### config.mk
export PLATFORM = sky130hd
export DESIGN_NAME = hsv_to_rgb_pixel_converter
export DESIGN_NICKNAME = d
export VERILOG_FILES = /design/src/rtl/hsv2rgb_pkg.sv /design/src/rtl/hsv_to_rgb_pixel_converter.sv /design/src/rtl/hsv2rgb_front.sv /design/src/rtl/hsv2rgb_fifo.sv /design/src/rtl/hsv2rgb_back.sv
export SDC_FILE = /design/constraint.sdc
export NUM_CORES = 2
export LEC_CHECK = 0
export BUFFER_PORTS_ARGS = -buffer_cell sky130_fd_sc_hd__buf_2
export CELL_PAD_IN_SITES_DETAIL_PLACEMENT = 0
export CELL_PAD_IN_SITES_GLOBAL_PLACEMENT = 2
export CORE_UTILIZATION = 47
export DETAILED_ROUTE_END_ITERATION = 12
export PLACE_DENSITY = 0.87
export SLEW_MARGIN = 20
export SYNTH_ARGS = -nofsm -noshare
export SYNTH_HDL_FRONTEND = slang
export SYNTH_SLANG_ARGS = --single-unit
### constraint.sdc
create_clock -name clk_i -period 15.4 [get_ports clk_i]
set_input_delay 2.31 -clock clk_i [delete_from_list [all_inputs] [get_ports clk_i]]
set_output_delay 2.31 -clock clk_i [all_outputs]
set_load 0.02 [all_outputs]
### src/rtl/hsv2rgb_pkg.sv
package hsv2rgb_pkg;

  // Field widths.
  localparam int unsigned HueW     = 16;
  localparam int unsigned UnitW    = 17;
  localparam int unsigned ChanW    = 8;
  localparam int unsigned InDataW  = 56;
  localparam int unsigned OutDataW = 24;

  // Internal fixed-point widths: V*S in Q1.32, products in Q1.48, scaled by 255.
  localparam int unsigned VsW     = 33;
  localparam int unsigned Q48W    = 49;
  localparam int unsigned ScaledW = 56;

  // 1.0 in Q1.16.
  localparam logic [UnitW-1:0] OneQ16 = 17'h10000;

  // Queue between the front and the back.
  localparam int unsigned FifoDepth = 4;
  localparam int unsigned FifoPtrW  = $clog2(FifoDepth);
  localparam int unsigned FifoCntW  = $clog2(FifoDepth + 1);

  // Hue sectors, one sixth of a turn each.
  typedef enum logic [2:0] {
    SecRedToYellow   = 3'd0,
    SecYellowToGreen = 3'd1,
    SecGreenToCyan   = 3'd2,
    SecCyanToBlue    = 3'd3,
    SecBlueToMagenta = 3'd4,
    SecMagentaToRed  = 3'd5
  } sector_e;

  // A classified pixel as it travels from the front to the back.
  typedef struct packed {
    sector_e          sector;
    logic [UnitW-1:0] weight;
    logic [UnitW-1:0] sat;
    logic [UnitW-1:0] val;
  } item_t;

  // Limit a Q1.16 value to 1.0.
  function automatic logic [UnitW-1:0] clamp_unit(logic [UnitW-1:0] a);
    return (a > OneQ16) ? OneQ16 : a;
  endfunction

endpackage

### src/rtl/hsv_to_rgb_pixel_converter.sv
// HSV to RGB pixel converter. Takes one HSV word per clock and returns one
// 24-bit RGB word per clock for as long as the output side keeps taking words.
// A word accepted on the input passes through the classifying front register,
// the four-entry queue and the four-stage arithmetic pipeline (chroma multiply,
// secondary multiply, scaling by 255, sector select with offset add), whose
// last stage drives the output. Each channel is the exact floor of 255 times its
// value; saturation and brightness above 1.0 are taken as 1.0. When the output
// stalls, the block holds up to nine words (four in the pipeline, four in the
// queue and one in the front register) before the input drops tready.
module hsv_to_rgb_pixel_converter (
  input  logic                                clk_i,
  input  logic                                rst_ni,
  input  logic                                s_axis_tvalid_i,
  output logic                                s_axis_tready_o,
  // hue [15:0], saturation [32:16], brightness [49:33], zero fill [55:50]
  input  logic [hsv2rgb_pkg::InDataW-1:0]     s_axis_tdata_i,
  output logic                                m_axis_tvalid_o,
  input  logic                                m_axis_tready_i,
  // red [7:0], green [15:8], blue [23:16]
  output logic [hsv2rgb_pkg::OutDataW-1:0]    m_axis_tdata_o
);

  logic                           fr_valid, fr_ready;
  hsv2rgb_pkg::item_t             fr_item;
  logic                           q_valid, q_ready;
  hsv2rgb_pkg::item_t             q_item;
  logic [hsv2rgb_pkg::ChanW-1:0]  red, green, blue;

  hsv2rgb_front u_front (
    .clk_i   (clk_i),
    .rst_ni  (rst_ni),
    .valid_i (s_axis_tvalid_i),
    .ready_o (s_axis_tready_o),
    .hue_i   (s_axis_tdata_i[15:0]),
    .sat_i   (s_axis_tdata_i[32:16]),
    .val_i   (s_axis_tdata_i[49:33]),
    .valid_o (fr_valid),
    .ready_i (fr_ready),
    .item_o  (fr_item)
  );

  hsv2rgb_fifo u_fifo (
    .clk_i   (clk_i),
    .rst_ni  (rst_ni),
    .valid_i (fr_valid),
    .ready_o (fr_ready),
    .item_i  (fr_item),
    .valid_o (q_valid),
    .ready_i (q_ready),
    .item_o  (q_item)
  );

  hsv2rgb_back u_back (
    .clk_i   (clk_i),
    .rst_ni  (rst_ni),
    .valid_i (q_valid),
    .ready_o (q_ready),
    .item_i  (q_item),
    .valid_o (m_axis_tvalid_o),
    .ready_i (m_axis_tready_i),
    .red_o   (red),
    .green_o (green),
    .blue_o  (blue)
  );

  assign m_axis_tdata_o = {blue, green, red};

endmodule

### src/rtl/hsv2rgb_front.sv
module hsv2rgb_front (
  input  logic                             clk_i,
  input  logic                             rst_ni,
  input  logic                             valid_i,
  output logic                             ready_o,
  input  logic [hsv2rgb_pkg::HueW-1:0]     hue_i,
  input  logic [hsv2rgb_pkg::UnitW-1:0]    sat_i,
  input  logic [hsv2rgb_pkg::UnitW-1:0]    val_i,
  output logic                             valid_o,
  input  logic                             ready_i,
  output hsv2rgb_pkg::item_t               item_o
);

  logic                             vld_q, vld_d;
  hsv2rgb_pkg::item_t               item_q;
  hsv2rgb_pkg::item_t               item_d;
  logic [hsv2rgb_pkg::HueW+2:0]     six_h;
  logic [hsv2rgb_pkg::HueW-1:0]     frac;
  logic                             load;

  // The stage takes a new word when it is empty or its word leaves.
  assign ready_o = !vld_q || ready_i;
  assign load    = valid_i && ready_o;

  // Six times the hue: the top bits give the sector, the rest the fraction.
  always_comb begin
    six_h = ({3'b000, hue_i} << 2) + ({3'b000, hue_i} << 1);
    frac  = six_h[hsv2rgb_pkg::HueW-1:0];
    item_d.sector = hsv2rgb_pkg::sector_e'(six_h[hsv2rgb_pkg::HueW+2:hsv2rgb_pkg::HueW]);
    // Odd sectors ramp down, even sectors ramp up.
    if (six_h[hsv2rgb_pkg::HueW]) begin
      item_d.weight = hsv2rgb_pkg::OneQ16 - {1'b0, frac};
    end else begin
      item_d.weight = {1'b0, frac};
    end
    item_d.sat = hsv2rgb_pkg::clamp_unit(sat_i);
    item_d.val = hsv2rgb_pkg::clamp_unit(val_i);
  end

  always_comb begin
    vld_d = vld_q;
    if (ready_o) begin
      vld_d = valid_i;
    end
  end

  always_ff @(posedge clk_i or negedge rst_ni) begin
    if (!rst_ni) begin
      vld_q <= 1'b0;
    end else begin
      vld_q <= vld_d;
    end
  end

  always_ff @(posedge clk_i) begin
    if (load) begin
      item_q <= item_d;
    end
  end

  assign valid_o = vld_q;
  assign item_o  = item_q;

endmodule

### src/rtl/hsv2rgb_fifo.sv
module hsv2rgb_fifo (
  input  logic               clk_i,
  input  logic               rst_ni,
  input  logic               valid_i,
  output logic               ready_o,
  input  hsv2rgb_pkg::item_t item_i,
  output logic               valid_o,
  input  logic               ready_i,
  output hsv2rgb_pkg::item_t item_o
);

  hsv2rgb_pkg::item_t                   slot_q [hsv2rgb_pkg::FifoDepth];
  logic [hsv2rgb_pkg::FifoPtrW-1:0]     wr_ptr_q, wr_ptr_d;
  logic [hsv2rgb_pkg::FifoPtrW-1:0]     rd_ptr_q, rd_ptr_d;
  logic [hsv2rgb_pkg::FifoCntW-1:0]     cnt_q, cnt_d;
  logic                                 push, pop;

  localparam logic [hsv2rgb_pkg::FifoPtrW-1:0] LastPtr =
    hsv2rgb_pkg::FifoPtrW'(hsv2rgb_pkg::FifoDepth - 1);
  localparam logic [hsv2rgb_pkg::FifoCntW-1:0] FullCnt =
    hsv2rgb_pkg::FifoCntW'(hsv2rgb_pkg::FifoDepth);

  assign ready_o = (cnt_q != FullCnt);
  assign valid_o = (cnt_q != '0);
  assign push    = valid_i && ready_o;
  assign pop     = valid_o && ready_i;
  assign item_o  = slot_q[rd_ptr_q];

  // Pointer and fill count update.
  always_comb begin
    wr_ptr_d = wr_ptr_q;
    rd_ptr_d = rd_ptr_q;
    cnt_d    = cnt_q;
    if (push) begin
      wr_ptr_d = (wr_ptr_q == LastPtr) ? '0 : wr_ptr_q + 1'b1;
    end
    if (pop) begin
      rd_ptr_d = (rd_ptr_q == LastPtr) ? '0 : rd_ptr_q + 1'b1;
    end
    if (push && !pop) begin
      cnt_d = cnt_q + 1'b1;
    end else if (pop && !push) begin
      cnt_d = cnt_q - 1'b1;
    end
  end

  always_ff @(posedge clk_i or negedge rst_ni) begin
    if (!rst_ni) begin
      wr_ptr_q <= '0;
      rd_ptr_q <= '0;
      cnt_q    <= '0;
    end else begin
      wr_ptr_q <= wr_ptr_d;
      rd_ptr_q <= rd_ptr_d;
      cnt_q    <= cnt_d;
    end
  end

  always_ff @(posedge clk_i) begin
    if (push) begin
      slot_q[wr_ptr_q] <= item_i;
    end
  end

endmodule

### src/rtl/hsv2rgb_back.sv
module hsv2rgb_back (
  input  logic                           clk_i,
  input  logic                           rst_ni,
  input  logic                           valid_i,
  output logic                           ready_o,
  input  hsv2rgb_pkg::item_t             item_i,
  output logic                           valid_o,
  input  logic                           ready_i,
  output logic [hsv2rgb_pkg::ChanW-1:0]  red_o,
  output logic [hsv2rgb_pkg::ChanW-1:0]  green_o,
  output logic [hsv2rgb_pkg::ChanW-1:0]  blue_o
);

  localparam int unsigned VsPad = hsv2rgb_pkg::VsW - hsv2rgb_pkg::UnitW;
  localparam int unsigned ScPad = hsv2rgb_pkg::ScaledW - hsv2rgb_pkg::Q48W;

  // Multiply by 255 as a shift and a subtract.
  function automatic logic [hsv2rgb_pkg::ScaledW-1:0] scale255(
    logic [hsv2rgb_pkg::Q48W-1:0] q
  );
    logic [hsv2rgb_pkg::ScaledW-1:0] wide;
    wide = {{ScPad{1'b0}}, q};
    return (wide << 8) - wide;
  endfunction

  logic v1_q, v2_q, v3_q, v4_q;
  logic en1, en2, en3, en4;

  // Stage 1: chroma in Q1.32.
  hsv2rgb_pkg::sector_e              s1_sector_q;
  logic [hsv2rgb_pkg::UnitW-1:0]     s1_weight_q, s1_val_q;
  logic [hsv2rgb_pkg::VsW-1:0]       s1_vs_q;

  // Stage 2: chroma, secondary and offset in Q1.48.
  hsv2rgb_pkg::sector_e              s2_sector_q;
  logic [hsv2rgb_pkg::Q48W-1:0]      s2_c_q, s2_x_q, s2_m_q;

  // Stage 3: the same, scaled by 255.
  hsv2rgb_pkg::sector_e              s3_sector_q;
  logic [hsv2rgb_pkg::ScaledW-1:0]   s3_c_q, s3_x_q, s3_m_q;

  // Stage 4: output word.
  logic [hsv2rgb_pkg::ChanW-1:0]     red_q, green_q, blue_q;

  logic [hsv2rgb_pkg::ScaledW-1:0]   r_part, g_part, b_part;
  logic [hsv2rgb_pkg::ScaledW-1:0]   r_sum, g_sum, b_sum;

  // Each stage moves when it is empty or the stage after it moves.
  assign en4     = !v4_q || ready_i;
  assign en3     = !v3_q || en4;
  assign en2     = !v2_q || en3;
  assign en1     = !v1_q || en2;
  assign ready_o = en1;

  always_ff @(posedge clk_i or negedge rst_ni) begin
    if (!rst_ni) begin
      v1_q <= 1'b0;
      v2_q <= 1'b0;
      v3_q <= 1'b0;
      v4_q <= 1'b0;
    end else begin
      if (en1) begin
        v1_q <= valid_i;
      end
      if (en2) begin
        v2_q <= v1_q;
      end
      if (en3) begin
        v3_q <= v2_q;
      end
      if (en4) begin
        v4_q <= v3_q;
      end
    end
  end

  always_ff @(posedge clk_i) begin
    if (en1 && valid_i) begin
      s1_sector_q <= item_i.sector;
      s1_weight_q <= item_i.weight;
      s1_val_q    <= item_i.val;
      s1_vs_q     <= {{VsPad{1'b0}}, item_i.val} * {{VsPad{1'b0}}, item_i.sat};
    end
  end

  always_ff @(posedge clk_i) begin
    if (en2 && v1_q) begin
      s2_sector_q <= s1_sector_q;
      s2_c_q      <= {s1_vs_q, 16'h0000};
      s2_x_q      <= {16'h0000, s1_vs_q} * {32'h0000_0000, s1_weight_q};
      s2_m_q      <= {s1_val_q, 32'h0000_0000} - {s1_vs_q, 16'h0000};
    end
  end

  always_ff @(posedge clk_i) begin
    if (en3 && v2_q) begin
      s3_sector_q <= s2_sector_q;
      s3_c_q      <= scale255(s2_c_q);
      s3_x_q      <= scale255(s2_x_q);
      s3_m_q      <= scale255(s2_m_q);
    end
  end

  // Place chroma and secondary on the channels of the sector.
  always_comb begin
    case (s3_sector_q)
      hsv2rgb_pkg::SecRedToYellow: begin
        r_part = s3_c_q; g_part = s3_x_q; b_part = '0;
      end
      hsv2rgb_pkg::SecYellowToGreen: begin
        r_part = s3_x_q; g_part = s3_c_q; b_part = '0;
      end
      hsv2rgb_pkg::SecGreenToCyan: begin
        r_part = '0; g_part = s3_c_q; b_part = s3_x_q;
      end
      hsv2rgb_pkg::SecCyanToBlue: begin
        r_part = '0; g_part = s3_x_q; b_part = s3_c_q;
      end
      hsv2rgb_pkg::SecBlueToMagenta: begin
        r_part = s3_x_q; g_part = '0; b_part = s3_c_q;
      end
      default: begin
        r_part = s3_c_q; g_part = '0; b_part = s3_x_q;
      end
    endcase
    r_sum = r_part + s3_m_q;
    g_sum = g_part + s3_m_q;
    b_sum = b_part + s3_m_q;
  end

  // The integer part of 255 times the channel value is the byte.
  always_ff @(posedge clk_i) begin
    if (en4 && v3_q) begin
      red_q   <= r_sum[hsv2rgb_pkg::ScaledW-1:hsv2rgb_pkg::Q48W-1];
      green_q <= g_sum[hsv2rgb_pkg::ScaledW-1:hsv2rgb_pkg::Q48W-1];
      blue_q  <= b_sum[hsv2rgb_pkg::ScaledW-1:hsv2rgb_pkg::Q48W-1];
    end
  end

  assign valid_o = v4_q;
  assign red_o   = red_q;
  assign green_o = green_q;
  assign blue_o  = blue_q;

endmodule

# Word-level counts from Yosys, hierarchy flattened
# Memory sizes are Yosys's and may differ from the RTL's.
# Index checks and enable logic that the tools add are counted.
# totals
out_inout_bits	26
inputBits	60
mem_bits_ro	0
latch_bits	0
mem_bits_rw	216
regBits	465
n_memories	1
# mem_list
name	words	word_bits	read_ports	rd_ports_with_merged_regs	wr	line	source
u_fifo.slot_q	4	54	1	0	1	hsv2rgb_fifo.sv:12	hsv2rgb_pkg::item_t slot_q [hsv2rgb_pkg::FifoDepth];
# op_classes
shifts	0
muxes	10
addsub	13
eq_ne	7
order_cmp	2
reduce_logical	29
n_bitwise	0
multipliers	2
div_mod_pow	0
# ops
op	count
case mux 56 bit (2 select lines)	3
adder 56 bit	3
subtractor 56 x 49 -> 56 bit	3
multiplier 33 x 17 -> 49 bit	1
subtractor 49 bit	1
greater-than comparator 17 bit, second input constant	2
multiplier 17 x 17 -> 33 bit	1
adder 18 x 17 -> 19 bit	1
subtractor 17 x 16 -> 17 bit, first input constant	1
two-way mux 16 bit	1
OR reduction 2 bit	6
logical AND 1 bit	8
logical NOT 1 bit	7
equality test 3 x 2 -> 1 bit, second input constant	2
two-way mux 3 bit	2
logical OR 1 bit	5
adder 2 x 1 -> 2 bit, second input constant	2
equality test 2 bit, second input constant	2
two-way mux 2 bit	2
adder 3 x 1 -> 3 bit, second input constant	1
equality test 3 x 1 -> 1 bit, second input constant	1
equality test 3 bit, second input constant	1
logical NOT 3 bit	1
!= test 3 bit, second input constant	1
4 further kinds	5

# Longest topological paths before layout
# logic_depth
depth_word	9
ltp_mapped	32
mapped_depth_nobuf	28

# By module
# From an unflattened synthesis, not the netlist that was laid out.
# unflattened
hier_cells	5749
hier_area_um2	59249.3
# modules_own_cells
mod	seq_area_each_um2	area_each_um2	n_inst	cells_per_inst
hsv2rgb_back	10099.7	47820.9	1	5143
hsv2rgb_fifo	6661.4	8215.4	1	318
hsv2rgb_front	1616.6	3213.1	1	288

# Least setup slack after synthesis
# Ideal clock, no wire load.
# synth_path
kind	register to register
start	reg u_fifo.rd_ptr_q[0] in the netlist's numbering
end	reg u_back.s1_vs_q[31] in the netlist's numbering (data pin)
t_arrival_ps	7268
path_slack_ps	7871
required_ps	15139
synth_period_minus_slack_ps	7529
path_stages_with_launch	27
path_cell_list	dfrtp_1 buf_2 buf_1 buf_2 mux2_2 o21ai_1 clkbuf_1 nor2_1 fa_1 inv_1 fa_1 fa_1 fa_1 inv_1 fa_1 inv_1 fa_1 inv_1 ha_1 nand3_1 a211oi_1 o2111ai_1 a21oi_1 o21ai_0 a21oi_1 nor4_1 a311o_1
# synth_via
elab_chain_cells	2
# synth_rtl
item	line	source
start: declaration	hsv2rgb_fifo.sv:14	logic [hsv2rgb_pkg::FifoPtrW-1:0] rd_ptr_q, rd_ptr_d;
start signal: assignment	hsv2rgb_fifo.sv:54	rd_ptr_q <= rd_ptr_d;
memory (4 x 54 bit)	-	
multiplier 17 x 17 -> 33 bit	hsv2rgb_back.sv:82	s1_vs_q <= {{VsPad{1'b0}}, item_i.val} * {{VsPad{1'b0}}, item_i.sat};
end signal: assignment	hsv2rgb_back.sv:82	
end: declaration	hsv2rgb_back.sv:32	logic [hsv2rgb_pkg::VsW-1:0] s1_vs_q;
# No other way between the ends.
# A chain may end at the register's enable or synchronous reset.

# Final worst setup path
# Ends and elaborated chain as after synthesis.

==> flow_metrics.tcl <==
set metrics [dict create \
    dp_slack_ns 6.79 \
    grt_pass1_wl_mm 226 \
    io_buffers 79 \
    cp_top_family "adder cells" \
    hold_class "flop to flop" \
    rows 129 \
    synth-seq-area-share_pct 31.0 \
    required_ns 15.80 \
    cpMostUsedCell "fa_1" \
    start_util_pct 47.4 \
    num_io_pins 86 \
    routedWlPerCell_um 18.7 \
    cts_setup_buffers 0 \
    start_kind "flop" \
    cts_tree "built" \
    period_needed_ns 8.48 \
    drt_first_pass_iters 9 \
    syn_area_per_cell_sq_um 10.2 \
    worstPathCellList "mux2_2, o21ai_1, inv_1, and2_1, fa_1, fa_1, ha_1, fa_1, inv_1, fa_1, fa_1, inv_1, ha_1, nand3_1, or3_1, a211oi_1, o2111ai_1, a21oi_1, o21ai_0, a21oi_1, nor4_1, a311o_1" \
    hold_buffers 0 \
    setup-tns-final_ns 0 \
    max_stage_delay_ns 0.84 \
    fin_cells 7447 \
    placed_cells 7325 \
    rsz0062_at_grt "no" \
    critPathSlowestCell "dfrtp_4" \
    drc_errors 4 \
    status "finished with violations" \
    worst-path-max-fanout 38 \
    cts_resized 0 \
    die_area_sq_mm 0.126 \
    synth_top_cell_by_area "edfxtp_1" \
    drt_iter0_markers 2275 \
    clk_path_buf_depth 3 \
    grt_usage_pct 22.7 \
    path_class "flop to flop" \
    postSynthCellCount 5745 \
    via_per_inst 5.27 \
    cp-end-kind "flop" \
    yosysMostFrequentCell "inv_1" \
    wirelength_met1_mm 65.0 \
    synth.top_cell.area_share_pct 30.5 \
    yosys_warnings 0 \
    die_y_um 355 \
    syn_nets 6958 \
    place.gp.congestion 0.881 \
    worst_pin_slew_ns 0.943 \
    grt_pass1_vias 41300 \
    synth_edf_count 596 \
    synth_cell_type_count 86 \
    die_x_um 355 \
    slew_viol_final 0 \
    overflow 0 \
    ys.flop_type "edfxtp_1" \
    violations "DRC" \
    cts-buffers-inserted 67 \
    clkLatencyLatePin_ns 0.66 \
    setup_violations 0 \
    dr_wl_met2_mm 65.7 \
    arrival_ns 8.88 \
    crit_buf_inv 3 \
    core_sq_mm 0.124 \
    wl_met3_mm 5.57 \
    ys_top_cells_by_area "edfxtp_1 31%, fa_1 22%, ha_1 11%" \
    finalCritPeriodShare_pct 55.0 \
    antenna_found_initial 0 \
    layout-drive-gt1-share_pct 5.96 \
    cts.sink_count 608 \
    netlist_area_sq_mm 0.0587 \
    drv_cap 0 \
    max_freq_mhz 118 \
    final_nets 6973 \
    dp_hpwl_mm 110 \
    areaGrowthSynthToFinish_pct 7.68 \
    synth_seq_cells 608 \
    num_antenna_cells 0 \
    synth_commonest_cells "1,018 x inv_1, 744 x nand2_1, 656 x fa_1, 596 x edfxtp_1, 497 x ha_1" \
    wirelength_mm 139 \
    cts.clk_slew.worst_paths_ns 0.06 \
    cts_max_level 3 \
    highest_layer "met4" \
    ys_async_sr_fraction_pct 1.97 \
    hold_violations 0 \
    max_slew_margin_pct 37.2 \
    fin_skew_ns 0.0273 \
    setup_slack_ns 6.92 \
    cts-root-buf "clkbuf_16" \
    vias 39200 \
    grt_max_degree 70 \
    drtAntennaViolNets 0 \
]
metal layers:
metal  vias to the layer above  GRT usage, %
met2                       774          38.0
met5                         -             0
li1                      18900             -
met3                       172          2.78
met4                         0          5.85
met1                     19400          31.3
stage by stage:
stage | instance area (sq um) | hold slack (ns) | util (%)
global placement | 60900 | 0.406 | 49.2
detailed placement | 61000 | 0.416 | 49.2
CTS | 63100 | 0.431 | 51.0
floorplan | 58700 | 0.400 | -
global route | 63200 | 0.440 | 51.0
finish | 63200 | 0.431 | 51.0
layout make-up:
cell class / count / area, sq um
Clock buffer: 80 / 1730
Clock inverter: 39 / 444
Fill cell: 11200 / 60600
Inverter: 1018 / 3820
Multi-Input combinational cell: 3915 / 36000
Sequential cell: 608 / 18200
Tap cell: 1637 / 2050
Timing Repair Buffer: 150 / 988
cell usage in the layout, fill, tap and decap left out, types with 130 or more instances in the layout:
master	n
inv_1	1018
xnor2_1	178
and2_1	310
edfxtp_1	596
ha_1	497
nand2_1	744
a21oi_1	278
nor2_1	190
a21o_1	130
fa_1	656
sequential cells by signal (all words and copies together) (netlist names), 3 cells and up:
| signal | count |
|---|---|
| u_back.blue_o | 8 |
| u_back.green_o | 8 |
| u_back.red_o | 8 |
| u_back.s1_sector_q | 3 |
| u_back.s1_val_q | 17 |
| u_back.s1_vs_q | 33 |
| u_back.s1_weight_q | 16 |
| u_back.s2_c_q | 33 |
| u_back.s2_m_q | 32 |
| u_back.s2_sector_q | 3 |
| u_back.s2_x_q | 48 |
| u_back.s3_c_q | 40 |
| u_back.s3_m_q | 39 |
| u_back.s3_sector_q | 3 |
| u_back.s3_x_q | 40 |
| u_fifo.cnt_q | 3 |
| u_fifo.slot_q | 212 |
| u_front.item_o | 53 |
cell families (layout without fill, tap and decap cells):
| group | after synthesis | in the layout | share of synthesized area, % |
|---|---|---|---|
| mux | 75 | 75 | 2.13 |
| compound gates | 832 | 832 | 9.22 |
| buf+inv | 1222 | 1287 | 7.83 |
| xor+xnor | 266 | 266 | 3.97 |
| simple gates | 1589 | 1589 | 12.9 |
| flops | 608 | 608 | 31.0 |
| fa+ha+maj | 1153 | 1153 | 33.0 |
path summary, 6_finish.rpt:
kind | depth (start not counted) | start | endpoint | slack [ns]
setup reg to reg | 22 | u_fifo.rd_ptr_q[0] | u_back.s1_vs_q[31] | 6.92
max in group asynchronous | 1 | rst_ni | u_fifo.rd_ptr_q[0] | 13.62
setup / recovery | 22 | u_fifo.rd_ptr_q[0] | u_back.s1_vs_q[31] | 6.92
hold / removal | 0 | u_back.s1_sector_q[1] | u_back.s2_sector_q[1] | 0.43
min in group asynchronous | 1 | rst_ni | u_back.valid_o | 1.52
hold reg to reg | 0 | u_back.s1_sector_q[1] | u_back.s2_sector_q[1] | 0.43
worst register-to-register path, cell delays in order (launching register included):
cell and delay [ns]:
dfrtp_4 0.84, mux2_2 0.48, o21ai_1 0.52, inv_1 0.49, and2_1 0.29, fa_1 0.51, fa_1 0.49, ha_1 0.20
fa_1 0.48, inv_1 0.05, fa_1 0.50, fa_1 0.50, inv_1 0.04, ha_1 0.35, nand3_1 0.11, or3_1 0.36
a211oi_1 0.48, o2111ai_1 0.28, a21oi_1 0.34, o21ai_0 0.22, a21oi_1 0.29, nor4_1 0.08, a311o_1 0.32
Power is left out: the tool's default activity adds up to more than one toggle a clock period on the data nets, which glitch-free logic cannot reach.
